<file path="src/sv/dorq_pkg.sv">
// Shared types and codes for the deadline ordered ready queue.
package dorq_pkg;

   typedef enum logic [1:0] {
      OP_INSERT = 2'd0,
      OP_REMOVE = 2'd1,
      OP_FIND   = 2'd2,
      OP_POP    = 2'd3
   } op_type;

   typedef enum logic [1:0] {
      ST_OK   = 2'd0,
      ST_FAIL = 2'd1,
      ST_FULL = 2'd2
   } status_type;

   typedef enum logic [3:0] {
      S_IDLE,
      S_START,
      S_READ,
      S_EVAL,
      S_SHIFT_READ,
      S_SHIFT_WRITE,
      S_INS_HEAD,
      S_HEAD_READ,
      S_DONE
   } seq_state_type;

   typedef struct packed {
      status_type  status;
      logic        head_valid;
      logic [7:0]  head_task;
      logic [31:0] head_deadline;
      logic [4:0]  occupancy;
   } rsp_word_type;

endpackage

</file>
<file path="src/sv/dorq_if.sv">
// Request and response channel interfaces for the deadline ordered ready queue.
interface dorq_req_if;
   import dorq_pkg::*;

   logic        valid;
   logic        ready;
   op_type      mode;
   logic [7:0]  task_id;
   logic [31:0] deadline;

   modport source (output valid, output mode, output task_id, output deadline, input ready);
   modport sink   (input valid, input mode, input task_id, input deadline, output ready);
endinterface

interface dorq_rsp_if;
   import dorq_pkg::*;

   logic        valid;
   logic        ready;
   status_type  status;
   logic        head_valid;
   logic [7:0]  head_task;
   logic [31:0] head_deadline;
   logic [4:0]  occupancy;

   modport source (output valid, output status, output head_valid, output head_task,
                   output head_deadline, output occupancy, input ready);
   modport sink   (input valid, input status, input head_valid, input head_task,
                   input head_deadline, input occupancy, output ready);
endinterface

</file>
<file path="src/sv/dorq_store.sv">
// Entry memory: one write port, one registered read port.
module dorq_store #(
   parameter int QUEUE_DEPTH   = 16,
   parameter int DEADLINE_BITS = 32
) (
   input  logic                             clock,
   input  logic                             rd_en,
   input  logic [$clog2(QUEUE_DEPTH)-1:0]   rd_addr,
   output logic [7:0]                       rd_id,
   output logic [DEADLINE_BITS-1:0]         rd_dl,
   input  logic                             wr_en,
   input  logic [$clog2(QUEUE_DEPTH)-1:0]   wr_addr,
   input  logic [7:0]                       wr_id,
   input  logic [DEADLINE_BITS-1:0]         wr_dl
);
   logic [7:0]               mem_id_ff [QUEUE_DEPTH];
   logic [DEADLINE_BITS-1:0] mem_dl_ff [QUEUE_DEPTH];
   logic [7:0]               rd_id_ff;
   logic [DEADLINE_BITS-1:0] rd_dl_ff;

   always_ff @(posedge clock) begin
      if (wr_en) begin
         mem_id_ff[wr_addr] <= wr_id;
         mem_dl_ff[wr_addr] <= wr_dl;
      end
   end

   always_ff @(posedge clock) begin
      if (rd_en) begin
         rd_id_ff <= mem_id_ff[rd_addr];
         rd_dl_ff <= mem_dl_ff[rd_addr];
      end
   end

   assign rd_id = rd_id_ff;
   assign rd_dl = rd_dl_ff;
endmodule

</file>
<file path="src/sv/dorq_seq.sv">
// Sequencer: walks the sorted entries one at a time through the single read port of the store.
module dorq_seq #(
   parameter int QUEUE_DEPTH   = 16,
   parameter int DEADLINE_BITS = 32
) (
   input  logic                             clock,
   input  logic                             reset,
   input  logic                             in_valid,
   output logic                             in_ready,
   input  dorq_pkg::op_type                 in_mode,
   input  logic [7:0]                       in_id,
   input  logic [DEADLINE_BITS-1:0]         in_dl,
   output logic                             res_valid,
   input  logic                             res_ready,
   output dorq_pkg::rsp_word_type           res_word,
   output logic                             rd_en,
   output logic [$clog2(QUEUE_DEPTH)-1:0]   rd_addr,
   input  logic [7:0]                       rd_id,
   input  logic [DEADLINE_BITS-1:0]         rd_dl,
   output logic                             wr_en,
   output logic [$clog2(QUEUE_DEPTH)-1:0]   wr_addr,
   output logic [7:0]                       wr_id,
   output logic [DEADLINE_BITS-1:0]         wr_dl
);
   import dorq_pkg::*;

   localparam int IDX_W = $clog2(QUEUE_DEPTH);
   localparam int CNT_W = $clog2(QUEUE_DEPTH + 1);
   localparam logic [CNT_W-1:0] FULL_CNT = CNT_W'(QUEUE_DEPTH);
   localparam logic [CNT_W-1:0] ONE      = CNT_W'(1);

   seq_state_type            state_ff, state_in;
   op_type                   mode_ff, mode_in;
   logic [7:0]               id_ff, id_in;
   logic [DEADLINE_BITS-1:0] dl_ff, dl_in;
   logic [CNT_W-1:0]         fill_ff, fill_in;
   logic [CNT_W-1:0]         idx_ff, idx_in;
   status_type               status_ff, status_in;
   logic [CNT_W-1:0]         idx_nxt;
   logic                     less;

   assign idx_nxt = idx_ff + ONE;
   assign less    = dl_ff < rd_dl;

   always_ff @(posedge clock) begin
      if (reset) begin
         state_ff  <= S_IDLE;
         fill_ff   <= '0;
         idx_ff    <= '0;
         status_ff <= ST_FAIL;
      end else begin
         state_ff  <= state_in;
         fill_ff   <= fill_in;
         idx_ff    <= idx_in;
         status_ff <= status_in;
      end
   end

   always_ff @(posedge clock) begin
      mode_ff <= mode_in;
      id_ff   <= id_in;
      dl_ff   <= dl_in;
   end

   always_comb begin
      state_in  = state_ff;
      mode_in   = mode_ff;
      id_in     = id_ff;
      dl_in     = dl_ff;
      fill_in   = fill_ff;
      idx_in    = idx_ff;
      status_in = status_ff;
      in_ready  = 1'b0;
      res_valid = 1'b0;
      rd_en     = 1'b0;
      rd_addr   = idx_ff[IDX_W-1:0];
      wr_en     = 1'b0;
      wr_addr   = idx_ff[IDX_W-1:0];
      wr_id     = id_ff;
      wr_dl     = dl_ff;
      case (state_ff)
         S_IDLE: begin
            in_ready = 1'b1;
            if (in_valid) begin
               mode_in  = in_mode;
               id_in    = in_id;
               dl_in    = in_dl;
               state_in = S_START;
            end
         end
         S_START: begin
            case (mode_ff)
               OP_INSERT: begin
                  if (fill_ff == FULL_CNT) begin
                     status_in = ST_FULL;
                     state_in  = S_HEAD_READ;
                  end else if (fill_ff == '0) begin
                     wr_en     = 1'b1;
                     wr_addr   = '0;
                     fill_in   = ONE;
                     status_in = ST_OK;
                     state_in  = S_HEAD_READ;
                  end else begin
                     idx_in   = fill_ff - ONE;
                     state_in = S_READ;
                  end
               end
               OP_REMOVE, OP_FIND: begin
                  idx_in = '0;
                  if (fill_ff == '0) begin
                     status_in = ST_FAIL;
                     state_in  = S_HEAD_READ;
                  end else begin
                     state_in = S_READ;
                  end
               end
               OP_POP: begin
                  idx_in = '0;
                  if (fill_ff == '0) begin
                     status_in = ST_FAIL;
                     state_in  = S_HEAD_READ;
                  end else begin
                     status_in = ST_OK;
                     if (fill_ff > ONE) begin
                        state_in = S_SHIFT_READ;
                     end else begin
                        fill_in  = '0;
                        state_in = S_HEAD_READ;
                     end
                  end
               end
               default: begin
                  state_in = S_HEAD_READ;
               end
            endcase
         end
         S_READ: begin
            rd_en    = 1'b1;
            state_in = S_EVAL;
         end
         S_EVAL: begin
            if (mode_ff == OP_INSERT) begin
               wr_en   = 1'b1;
               wr_addr = idx_nxt[IDX_W-1:0];
               if (less) begin
                  wr_id = rd_id;
                  wr_dl = rd_dl;
                  if (idx_ff == '0) begin
                     state_in = S_INS_HEAD;
                  end else begin
                     idx_in   = idx_ff - ONE;
                     state_in = S_READ;
                  end
               end else begin
                  fill_in   = fill_ff + ONE;
                  status_in = ST_OK;
                  state_in  = S_HEAD_READ;
               end
            end else if (rd_id == id_ff) begin
               status_in = ST_OK;
               if (mode_ff == OP_FIND) begin
                  state_in = S_HEAD_READ;
               end else if (idx_nxt < fill_ff) begin
                  state_in = S_SHIFT_READ;
               end else begin
                  fill_in  = fill_ff - ONE;
                  state_in = S_HEAD_READ;
               end
            end else if (idx_nxt < fill_ff) begin
               idx_in   = idx_nxt;
               state_in = S_READ;
            end else begin
               status_in = ST_FAIL;
               state_in  = S_HEAD_READ;
            end
         end
         S_SHIFT_READ: begin
            rd_en    = 1'b1;
            rd_addr  = idx_nxt[IDX_W-1:0];
            state_in = S_SHIFT_WRITE;
         end
         S_SHIFT_WRITE: begin
            wr_en  = 1'b1;
            wr_id  = rd_id;
            wr_dl  = rd_dl;
            idx_in = idx_nxt;
            if (idx_nxt < fill_ff - ONE) begin
               state_in = S_SHIFT_READ;
            end else begin
               fill_in  = fill_ff - ONE;
               state_in = S_HEAD_READ;
            end
         end
         S_INS_HEAD: begin
            wr_en     = 1'b1;
            wr_addr   = '0;
            fill_in   = fill_ff + ONE;
            status_in = ST_OK;
            state_in  = S_HEAD_READ;
         end
         S_HEAD_READ: begin
            rd_en    = 1'b1;
            rd_addr  = '0;
            state_in = S_DONE;
         end
         S_DONE: begin
            res_valid = 1'b1;
            if (res_ready) begin
               state_in = S_IDLE;
            end
         end
         default: begin
            state_in = S_IDLE;
         end
      endcase
   end

   always_comb begin
      res_word.status     = status_ff;
      res_word.head_valid = fill_ff != '0;
      res_word.occupancy  = 5'(fill_ff);
      if (fill_ff != '0) begin
         res_word.head_task     = rd_id;
         res_word.head_deadline = 32'(rd_dl);
      end else begin
         res_word.head_task     = '0;
         res_word.head_deadline = '0;
      end
   end

   assert property (@(posedge clock) disable iff (reset) fill_ff <= FULL_CNT)
      else $error("fill count above depth");
   assert property (@(posedge clock) disable iff (reset)
      wr_en |-> (state_ff != S_IDLE && state_ff != S_DONE && state_ff != S_HEAD_READ))
      else $error("write outside a walk");
   assert property (@(posedge clock) disable iff (reset)
      (state_ff == S_DONE && status_ff == ST_FULL) |-> fill_ff == FULL_CNT)
      else $error("full status on a queue with room");
   assert property (@(posedge clock) disable iff (reset)
      (in_valid && in_ready) |=> state_ff == S_START)
      else $error("accepted word not started");
endmodule

</file>
<file path="src/sv/deadline_ordered_ready_queue_core.sv">
// Top level of the deadline ordered ready queue with its response register.
// Each request runs the start, head read and done states of the sequencer and then the
// response register, plus a read step and an evaluate or write step per entry visited or moved.
// Flow: one request at a time; the walk is bound by the single read port of the entry
// memory and visits one entry at a time.
// Reset: synchronous; clears the sequencer, fill count and response valid, not the memory.
module deadline_ordered_ready_queue_core #(
   parameter int QUEUE_DEPTH   = 16,
   parameter int DEADLINE_BITS = 32
) (
   input logic       clock,
   input logic       reset,
   dorq_req_if.sink  req_port,
   dorq_rsp_if.source rsp_port
);
   import dorq_pkg::*;

   localparam int IDX_W = $clog2(QUEUE_DEPTH);

   logic                     res_valid;
   logic                     res_ready;
   rsp_word_type             res_word;
   logic                     rd_en;
   logic [IDX_W-1:0]         rd_addr;
   logic [7:0]               rd_id;
   logic [DEADLINE_BITS-1:0] rd_dl;
   logic                     wr_en;
   logic [IDX_W-1:0]         wr_addr;
   logic [7:0]               wr_id;
   logic [DEADLINE_BITS-1:0] wr_dl;
   logic                     rsp_valid_ff;
   rsp_word_type             rsp_word_ff;

   dorq_seq #(
      .QUEUE_DEPTH   (QUEUE_DEPTH),
      .DEADLINE_BITS (DEADLINE_BITS)
   ) u_seq (
      .clock     (clock),
      .reset     (reset),
      .in_valid  (req_port.valid),
      .in_ready  (req_port.ready),
      .in_mode   (req_port.mode),
      .in_id     (req_port.task_id),
      .in_dl     (DEADLINE_BITS'(req_port.deadline)),
      .res_valid (res_valid),
      .res_ready (res_ready),
      .res_word  (res_word),
      .rd_en     (rd_en),
      .rd_addr   (rd_addr),
      .rd_id     (rd_id),
      .rd_dl     (rd_dl),
      .wr_en     (wr_en),
      .wr_addr   (wr_addr),
      .wr_id     (wr_id),
      .wr_dl     (wr_dl)
   );

   dorq_store #(
      .QUEUE_DEPTH   (QUEUE_DEPTH),
      .DEADLINE_BITS (DEADLINE_BITS)
   ) u_store (
      .clock   (clock),
      .rd_en   (rd_en),
      .rd_addr (rd_addr),
      .rd_id   (rd_id),
      .rd_dl   (rd_dl),
      .wr_en   (wr_en),
      .wr_addr (wr_addr),
      .wr_id   (wr_id),
      .wr_dl   (wr_dl)
   );

   assign res_ready = !rsp_valid_ff || rsp_port.ready;

   always_ff @(posedge clock) begin
      if (reset) begin
         rsp_valid_ff <= 1'b0;
      end else if (res_ready) begin
         rsp_valid_ff <= res_valid;
      end
   end

   always_ff @(posedge clock) begin
      if (res_ready && res_valid) begin
         rsp_word_ff <= res_word;
      end
   end

   assign rsp_port.valid         = rsp_valid_ff;
   assign rsp_port.status        = rsp_word_ff.status;
   assign rsp_port.head_valid    = rsp_word_ff.head_valid;
   assign rsp_port.head_task     = rsp_word_ff.head_task;
   assign rsp_port.head_deadline = rsp_word_ff.head_deadline;
   assign rsp_port.occupancy     = rsp_word_ff.occupancy;

   assert property (@(posedge clock) disable iff (reset)
      (rsp_port.valid && !rsp_port.ready) |=> rsp_port.valid)
      else $error("response dropped while stalled");
   assert property (@(posedge clock) disable iff (reset)
      (rsp_port.valid && rsp_port.occupancy != 5'd0) |-> rsp_port.head_valid)
      else $error("head valid disagrees with occupancy");
   assert property (@(posedge clock) disable iff (reset)
      (rsp_port.valid && !rsp_port.head_valid) |-> (rsp_port.head_task == 8'd0))
      else $error("head task set on an empty queue");
endmodule

</file>
<file path="src/flat_wrapper.sv">
// flat-port wrapper written by rule: the top's interface ports become plain ports
module deadline_ordered_ready_queue_core_flat import dorq_pkg::*;
#(
   parameter int QUEUE_DEPTH   = 16,
   parameter int DEADLINE_BITS = 32
)
  (clock, reset, req_port_valid, req_port_mode, req_port_task_id, req_port_deadline, req_port_ready, rsp_port_valid, rsp_port_status, rsp_port_head_valid, rsp_port_head_task, rsp_port_head_deadline, rsp_port_occupancy, rsp_port_ready);
  dorq_req_if req_port_i ();
  dorq_rsp_if rsp_port_i ();
  input logic clock;
  input logic reset;
  input wire logic [$bits(req_port_i.valid)-1:0] req_port_valid;
  input wire logic [$bits(req_port_i.mode)-1:0] req_port_mode;
  input wire logic [$bits(req_port_i.task_id)-1:0] req_port_task_id;
  input wire logic [$bits(req_port_i.deadline)-1:0] req_port_deadline;
  output wire logic [$bits(req_port_i.ready)-1:0] req_port_ready;
  output wire logic [$bits(rsp_port_i.valid)-1:0] rsp_port_valid;
  output wire logic [$bits(rsp_port_i.status)-1:0] rsp_port_status;
  output wire logic [$bits(rsp_port_i.head_valid)-1:0] rsp_port_head_valid;
  output wire logic [$bits(rsp_port_i.head_task)-1:0] rsp_port_head_task;
  output wire logic [$bits(rsp_port_i.head_deadline)-1:0] rsp_port_head_deadline;
  output wire logic [$bits(rsp_port_i.occupancy)-1:0] rsp_port_occupancy;
  input wire logic [$bits(rsp_port_i.ready)-1:0] rsp_port_ready;
  assign req_port_i.valid = req_port_valid;
  assign req_port_i.mode = req_port_mode;
  assign req_port_i.task_id = req_port_task_id;
  assign req_port_i.deadline = req_port_deadline;
  assign req_port_ready = req_port_i.ready;
  assign rsp_port_valid = rsp_port_i.valid;
  assign rsp_port_status = rsp_port_i.status;
  assign rsp_port_head_valid = rsp_port_i.head_valid;
  assign rsp_port_head_task = rsp_port_i.head_task;
  assign rsp_port_head_deadline = rsp_port_i.head_deadline;
  assign rsp_port_occupancy = rsp_port_i.occupancy;
  assign rsp_port_i.ready = rsp_port_ready;
  deadline_ordered_ready_queue_core #(.QUEUE_DEPTH(QUEUE_DEPTH), .DEADLINE_BITS(DEADLINE_BITS)) u_core (.clock(clock), .reset(reset), .req_port(req_port_i), .rsp_port(rsp_port_i));
endmodule
</file>
<file path="config.mk">
export PLATFORM = sky130hd
export DESIGN_NAME = deadline_ordered_ready_queue_core_flat
export DESIGN_NICKNAME = d
export VERILOG_FILES = /design/src/sv/dorq_pkg.sv /design/src/sv/dorq_if.sv /design/src/sv/dorq_store.sv /design/src/sv/dorq_seq.sv /design/src/sv/deadline_ordered_ready_queue_core.sv /design/src/flat_wrapper.sv
export SDC_FILE = /design/constraint.sdc
export NUM_CORES = 1
export LEC_CHECK = 0
export ABC_AREA = 1
export BUFFER_PORTS_ARGS = -buffer_cell sky130_fd_sc_hd__buf_2
export CORE_MARGIN = 2
export CORE_UTILIZATION = 37
export CTS_CLUSTER_DIAMETER = 150
export DETAILED_ROUTE_END_ITERATION = 7
export PLACE_DENSITY_LB_ADDON = 0.05
export SLEW_MARGIN = 20
export SYNTH_ARGS = -nofsm -noshare
export SYNTH_HDL_FRONTEND = slang
export SYNTH_SLANG_ARGS = --single-unit
</file>
<file path="constraint.sdc">
create_clock -name clock -period 5.3 [get_ports clock]
set_input_delay 0 -clock clock [delete_from_list [all_inputs] [get_ports clock]]
set_output_delay 0 -clock clock [all_outputs]
set_load 0.1 [all_outputs]
</file>
Yosys cells after proc, flatten, opt, wreduce, memory -nomap -nowiden
Memories as Yosys holds them, arrays and structs flattened. A register that Yosys moved wholly into a read port is not among the register bits.
Index checks and enable logic that the tools add are counted.

word-level totals
  flip-flop bits (word level) = 107
  bits in writable memories = 640
  bits of input ports = 46
  output and inout port bits = 50
  word-level logic and storage cells = 145
  memories kept = 2

memories
  memory                    depth  bits a word  read ports  clocked after memory_dff  write ports  RTL line          source
  u_core.u_store.mem_dl_ff  16     32           1           1                         1            dorq_store.sv:17  logic [DEADLINE_BITS-1:0] mem_dl_ff [QUEUE_DEPTH];
  u_core.u_store.mem_id_ff  16     8            1           1                         1            dorq_store.sv:16  logic [7:0] mem_id_ff [QUEUE_DEPTH];

cells by class
  add/sub/neg operators = 4
  $lt $le $gt $ge = 4
  equal/unequal tests = 33
  muxes and demuxes = 69
  reductions and logical operators = 20

operator list
  operator               number
  $mux W5                17
  $mux W32               2
  $pmux W32 S2           1
  $ne A3 B3 Y1 const B   15
  $mux W4                9
  $pmux W4 S9            1
  $lt A32 B32 Y1         1
  $mux W2                12
  $pmux W4 S3            2
  $pmux W5 S2            2
  $pmux W5 S4            1
  $eq A4 B3 Y1 const B   4
  $mux W8                2
  $pmux W8 S2            1
  $pmux W5 S3            1
  $mux W3                4
  $pmux W2 S3            2
  $reduce_and A11 Y1     1
  $add A5 B1 Y5 const B  2
  $logic_not A5 Y1       2
  $lt A5 B5 Y1           2
  $mux W1                10
  $sub A5 B1 Y5 const B  2
  $eq A4 B2 Y1 const B   2
  25 further kinds       32

Longest topological paths before layout
  depth in word-level cells = 7
  gate-level depth with buffers = 18
  depth with buffers taken out = 18

Hierarchy
A second synthesis with hierarchy kept.

unflattened totals
  cell total of the unflattened synthesis = 3549
  area, all modules = 35820.6 µm²

modules (own cells, without submodules)
  module                             instances  cells an instance  area each (µm²)  seq. area each (µm²)
  dorq_store                         1          2645               28687.5          20419.6
  dorq_seq                           1          850                5644.2           1581.5
  deadline_ordered_ready_queue_core  1          54                 1488.9           1461.4

Worst setup path after synthesis
OpenSTA, ideal clock, no wires.

  path type = register to register
  start point = register u_core.rsp_valid_ff, in the netlist u_core.rsp_port.valid
  end point = register u_core.rsp_word_ff (netlist bit u_core.rsp_port.head_deadline[0]), enable pin
  setup time = 0.573 ns
  data arrival time = 5.414 ns
  data required time = 4.727 ns
  slack = -0.687 ns
  stages on the path, launching flop included = 4
  buffers on the path = 0
  period minus slack after synthesis = 5.987 ns
  path through = dfxtp_1 inv_1 nor2_1 nor4_1

between the ends
  cells in the longest elaborated chain, start to end = 3

ends and longest elaborated chain
  item                    RTL line                                 source
  start, declared         deadline_ordered_ready_queue_core.sv:31  logic rsp_valid_ff;
  start signal, assigned  deadline_ordered_ready_queue_core.sv:79  rsp_valid_ff <= res_valid;
  $logic_not A1 Y1        deadline_ordered_ready_queue_core.sv:73  assign res_ready = !rsp_valid_ff || rsp_port.ready;
  $logic_or A1 B1 Y1      deadline_ordered_ready_queue_core.sv:73
  $logic_and A1 B1 Y1     deadline_ordered_ready_queue_core.sv:84  if (res_ready && res_valid) begin
  end signal, assigned    deadline_ordered_ready_queue_core.sv:85  rsp_word_ff <= res_word;
  end, declared           deadline_ordered_ready_queue_core.sv:32  rsp_word_type rsp_word_ff;

No other way between the ends.
A chain may end at the register's enable or synchronous reset.

Worst setup path after layout
  start point = register u_core.u_seq.dl_ff[17]
  end point = memory u_core.u_store.mem_dl_ff[15][16] (data pin)

between the ends
  cells in the longest elaborated chain, start to end = 4

ends and longest elaborated chain
  item                        RTL line          source
  start, declared             dorq_seq.sv:35    logic [DEADLINE_BITS-1:0] dl_ff, dl_in;
  start signal, assigned      dorq_seq.sv:62    dl_ff <= dl_in;
  $lt A32 B32 Y1              dorq_seq.sv:43    assign less = dl_ff < rd_dl;
  $mux W32                    dorq_seq.sv:145   if (less) begin
  $mux W32                    dorq_seq.sv:142   if (mode_ff == OP_INSERT) begin
  $pmux W32 S2                dorq_seq.sv:81    case (state_ff)
  net u_core.u_seq.wr_dl[16]  dorq_seq.sv:23    output logic [DEADLINE_BITS-1:0] wr_dl
  end, declared               dorq_store.sv:17

The timed path passes the listed nets, and every way through them passes these cells.

==> key figures <==
Pwr
  • Cell leakage power: 0.0156 µW
  • Pwr Density: 608 nW/µm²
  • Worst vdd ir: 551 µV

Place
  • GPL Wtd Cong: 0.845
  • Port-buffer cells: 95
  • Detailed placement HPWL: 53.0 mm
  • Placed cell area: 36300 µm²

Timing
  • Max_slew headroom: 26.8%
  • Final worst clock skew: 38.0 ps
  • Final hold violations: 0
  • Fmax: 242 MHz
  • Max Slew Vio Count: 0
  • RSZ-0062 raised after global routing: no
  • Final TNS setup: 0 ps
  • Final setup viols: 0
  • Tmin final: 4120 ps
  • Slew @ Worst Pin: 1100 ps
  • Crit share post-route: 77.8%

Global routing
  • Vias in the first global route: 21900
  • Global-route wire length before repair: 147 mm
  • Total GRT Usage: 21.0%
  • Antenna violations before repair: 2
  • Gr ovfl total: 0
  • Largest net degree at the start of global routing: 184

Setup path
  • Critical-path cell list: ha_1, a21oi_1, o21ai_0, nand2_1, nand3_1, a21oi_1, nand3_2, buf_4, o21ai_0, nand3_1
  • Worst r2r dst: u_core.u_store.mem_dl_ff[15][16]$_DFFE_PP_
  • Crit. End Element: flip-flop
  • CP Launch Point: u_core.u_seq.dl_ff[17]$_DFFE_PP_
  • CP arrival: 4250 ps
  • Crit path max fanout: 29
  • Crit Path Class: reg -> reg
  • Worst stage delay on the critical path: 620 ps
  • R2R depth: 10
  • Worst R2R Start: u_core.u_seq.dl_ff[17]$_DFFE_PP_
  • Worst path slowest cell: nand3_1
  • Worst endpoint required time: 5430 ps
  • Nature of the critical path startpoint: flip-flop
  • FF-to-FF setup slack: 1180 ps

Drt
  • DRT Pass-1 Iters: 7
  • DR vias: 22400
  • 1st-iter DRT viols: 1829
  • Vias/cell: 5.05
  • DRC: 0
  • WL final: 99.2 mm
  • Wire per inst: 22.4 µm
  • Final ANT Viol Nets: 0

Synthesis
  • Synth Area in XOR/XNOR: 0.230%
  • Post-Synth Simple-Gate Area: 13.0%
  • Mapped Area: 34300 µm²
  • Synthesis-stage register bit count: 787
  • Multiplexer share of the synthesized area: 0%
  • Syn_area_per_cell: 11.5 µm²
  • Post-Syn Instances: 2989
  • Synth async-reset ratio: 0%
  • Syn nets: 3087
  • Ys Warns: 0
  • Synth Area in Adders: 1.90%
  • Main combinational cell family by area after synthesis: simple AND/OR/NAND/NOR gates
  • Synth Area in Compound Gates: 9.18%
  • Commonest register cell after synthesis: edfxtp_1
  • Register area share after synthesis: 68.4%
  • Synth cell types: 38
  • Number of enable flip-flop cells after synthesis: 770

Clock network
  • Post-CTS sizing: 0
  • Clk buf depth: 3
  • Setup Fix Bufs, Post-CTS: 0
  • Clk Latency, worst-skew pair: 660 ps
  • TritonCTS buffer count: 88
  • H-tree levels: 3
  • Root Driver: clkbuf_16
  • TritonCTS clock tree: yes
  • Clk slew on worst S/H paths: 60 ps
  • CTS Sinks: 787

Cells and area
  • Most frequent cells in the layout: 770 x edfxtp_1, 660 x nand2_1, 457 x inv_1, 325 x o211ai_1, 306 x nand3_1
  • Final instance area: 39500 µm²
  • Layout cell share with drive strength beyond 1: 9.62%
  • Fillers: 8638
  • Number of diodes: 0
  • Area delta synth->final: 15.2%
  • Most common cell after layout, fill and taps aside: edfxtp_1
  • Layout Nets: 3208

Worst hold path
  • Hold EP: u_core.u_seq.dl_ff[17]$_DFFE_PP_
  • Hold Path Class: in -> reg
  • Hold_sp: req_port_valid
  • Hold Crit Depth: 4

Floorplan
  • Num ports: 96
  • Site row count: 111
  • Die area: 95100 µm²
  • Die Width: 308 µm
  • Starting density of the core: 37.3%
  • Die Y: 308 µm
  • Core ar.: 91800 µm²

Status
  • Status: finished, final reports clean

Job
  • Maxcap violations: 0
sequential cells by signal, indices dropped and copies added, names as in the netlist, 2 cells and up:
name,flops
u_core.u_seq.mode_ff,2
u_core.u_store.mem_dl_ff,512
u_core.rsp_port.occupancy,5
u_core.rsp_port.head_deadline,32
u_core.u_seq.dl_ff,32
u_core.u_seq.state_ff,4
u_core.u_seq.idx_ff,5
u_core.u_seq.status_ff,2
u_core.rsp_port.head_task,8
u_core.u_store.rd_id,8
u_core.u_seq.id_ff,8
u_core.rsp_port.status,2
u_core.u_seq.fill_ff,5
u_core.u_store.mem_id_ff,128
u_core.u_store.rd_dl,32
routing by layer:
layer | wire, µm | global-route usage [%] | part of all wire [%] | up-vias
li1 | - | - | - | 10700
met5 | 0 | 0 | 0 | -
met3 | 3960 | 2.54 | 4.0 | 122
met2 | 47000 | 34.8 | 47 | 508
met4 | 1980 | 5.51 | 2.0 | 0
met1 | 46300 | 29.2 | 47 | 11000
power by group:
group	switching, µW	internal [µW]	leakage (µW)
combinational	6900	2530	0.00715
sequential	369	8440	0.00710
clock	2470	3310	0.00133
cells in the mapped netlist, types with 17 or more instances:
master / number / share of area [%]
a21oi_1: 34 / 0.50
buf_2: 84 / 1.2
clkbuf_1: 62 / 0.68
dfxtp_1: 17 / 0.99
edfxtp_1: 770 / 67
ha_1: 52 / 1.9
inv_1: 458 / 5.0
nand2_1: 660 / 7.2
nand3_1: 308 / 4.5
nor2_1: 70 / 0.77
o211ai_1: 325 / 7.1
o21ai_0: 69 / 1.0
critical path, delay by kind of cell, from the launching register on:
kind	cells	cell delay, ps
buffers and inverters	1	470
AO/OA/AOI/OAI	4	1010
flip-flops	1	430
adder cells (fa/ha/maj)	1	330
AND/OR/NAND/NOR	4	1280
how the worst max path moves through the flow:
stage	end	slack (ps)
after floorplan	u_core.u_seq.dl_ff[0]$_DFFE_PP_	1350
after global placement	u_core.u_store.rd_dl[16]$_DFFE_PP_	1300
after detailed placement	u_core.u_store.mem_dl_ff[6][16]$_DFFE_PP_	1230
after CTS	u_core.u_store.mem_dl_ff[4][16]$_DFFE_PP_	1210
after global routing	u_core.u_store.mem_dl_ff[15][16]$_DFFE_PP_	1040
final	u_core.u_store.mem_dl_ff[15][16]$_DFFE_PP_	1180
final cells by class:
type | instances | area (µm²) | share of cell area [%]
Tap cell | 1243 | 1560 | 3.94
Clock inverter | 47 | 307 | 0.776
Timing Repair Buffer | 189 | 1480 | 3.75
Inverter | 468 | 1760 | 4.46
Sequential cell | 787 | 23500 | 59.4
Multi-Input combinational cell | 1576 | 8540 | 21.6
Clock buffer | 115 | 2390 | 6.05
what timing repair did:
item	4_1_cts	5_1_grt
endpoints found under the setup margin	0	0
hold buffers	45	0
endpoints found under the hold margin	59	0
kinds of logic (layout without fill, tap and decap cells):
group,count (synthesis),count (layout)
and+or+nand+nor,1063,1063
adders and majority gates,52,52
xor gates and xnor gates,9,9
DFF,787,787
AOI/OAI and AO/OA,452,452
buffers and inverters,626,819
metrics by stage:
step           util (%)  power [µW]  cells  setup WS [ps]  hold slack [ps]
2_1_floorplan         -       15200   2989           1350             69.1
3_3_place_gp       39.6       18400   4218           1300              176
3_5_place_dp       39.6       18400   4218           1230              178
4_1_cts            43.0       24300   4425           1210             6.46
5_1_grt            43.0       25600   4425           1040             35.5
6_report           43.0       24000   4425           1180             31.5
No activity file was read; power rests on OpenSTA's default activity.
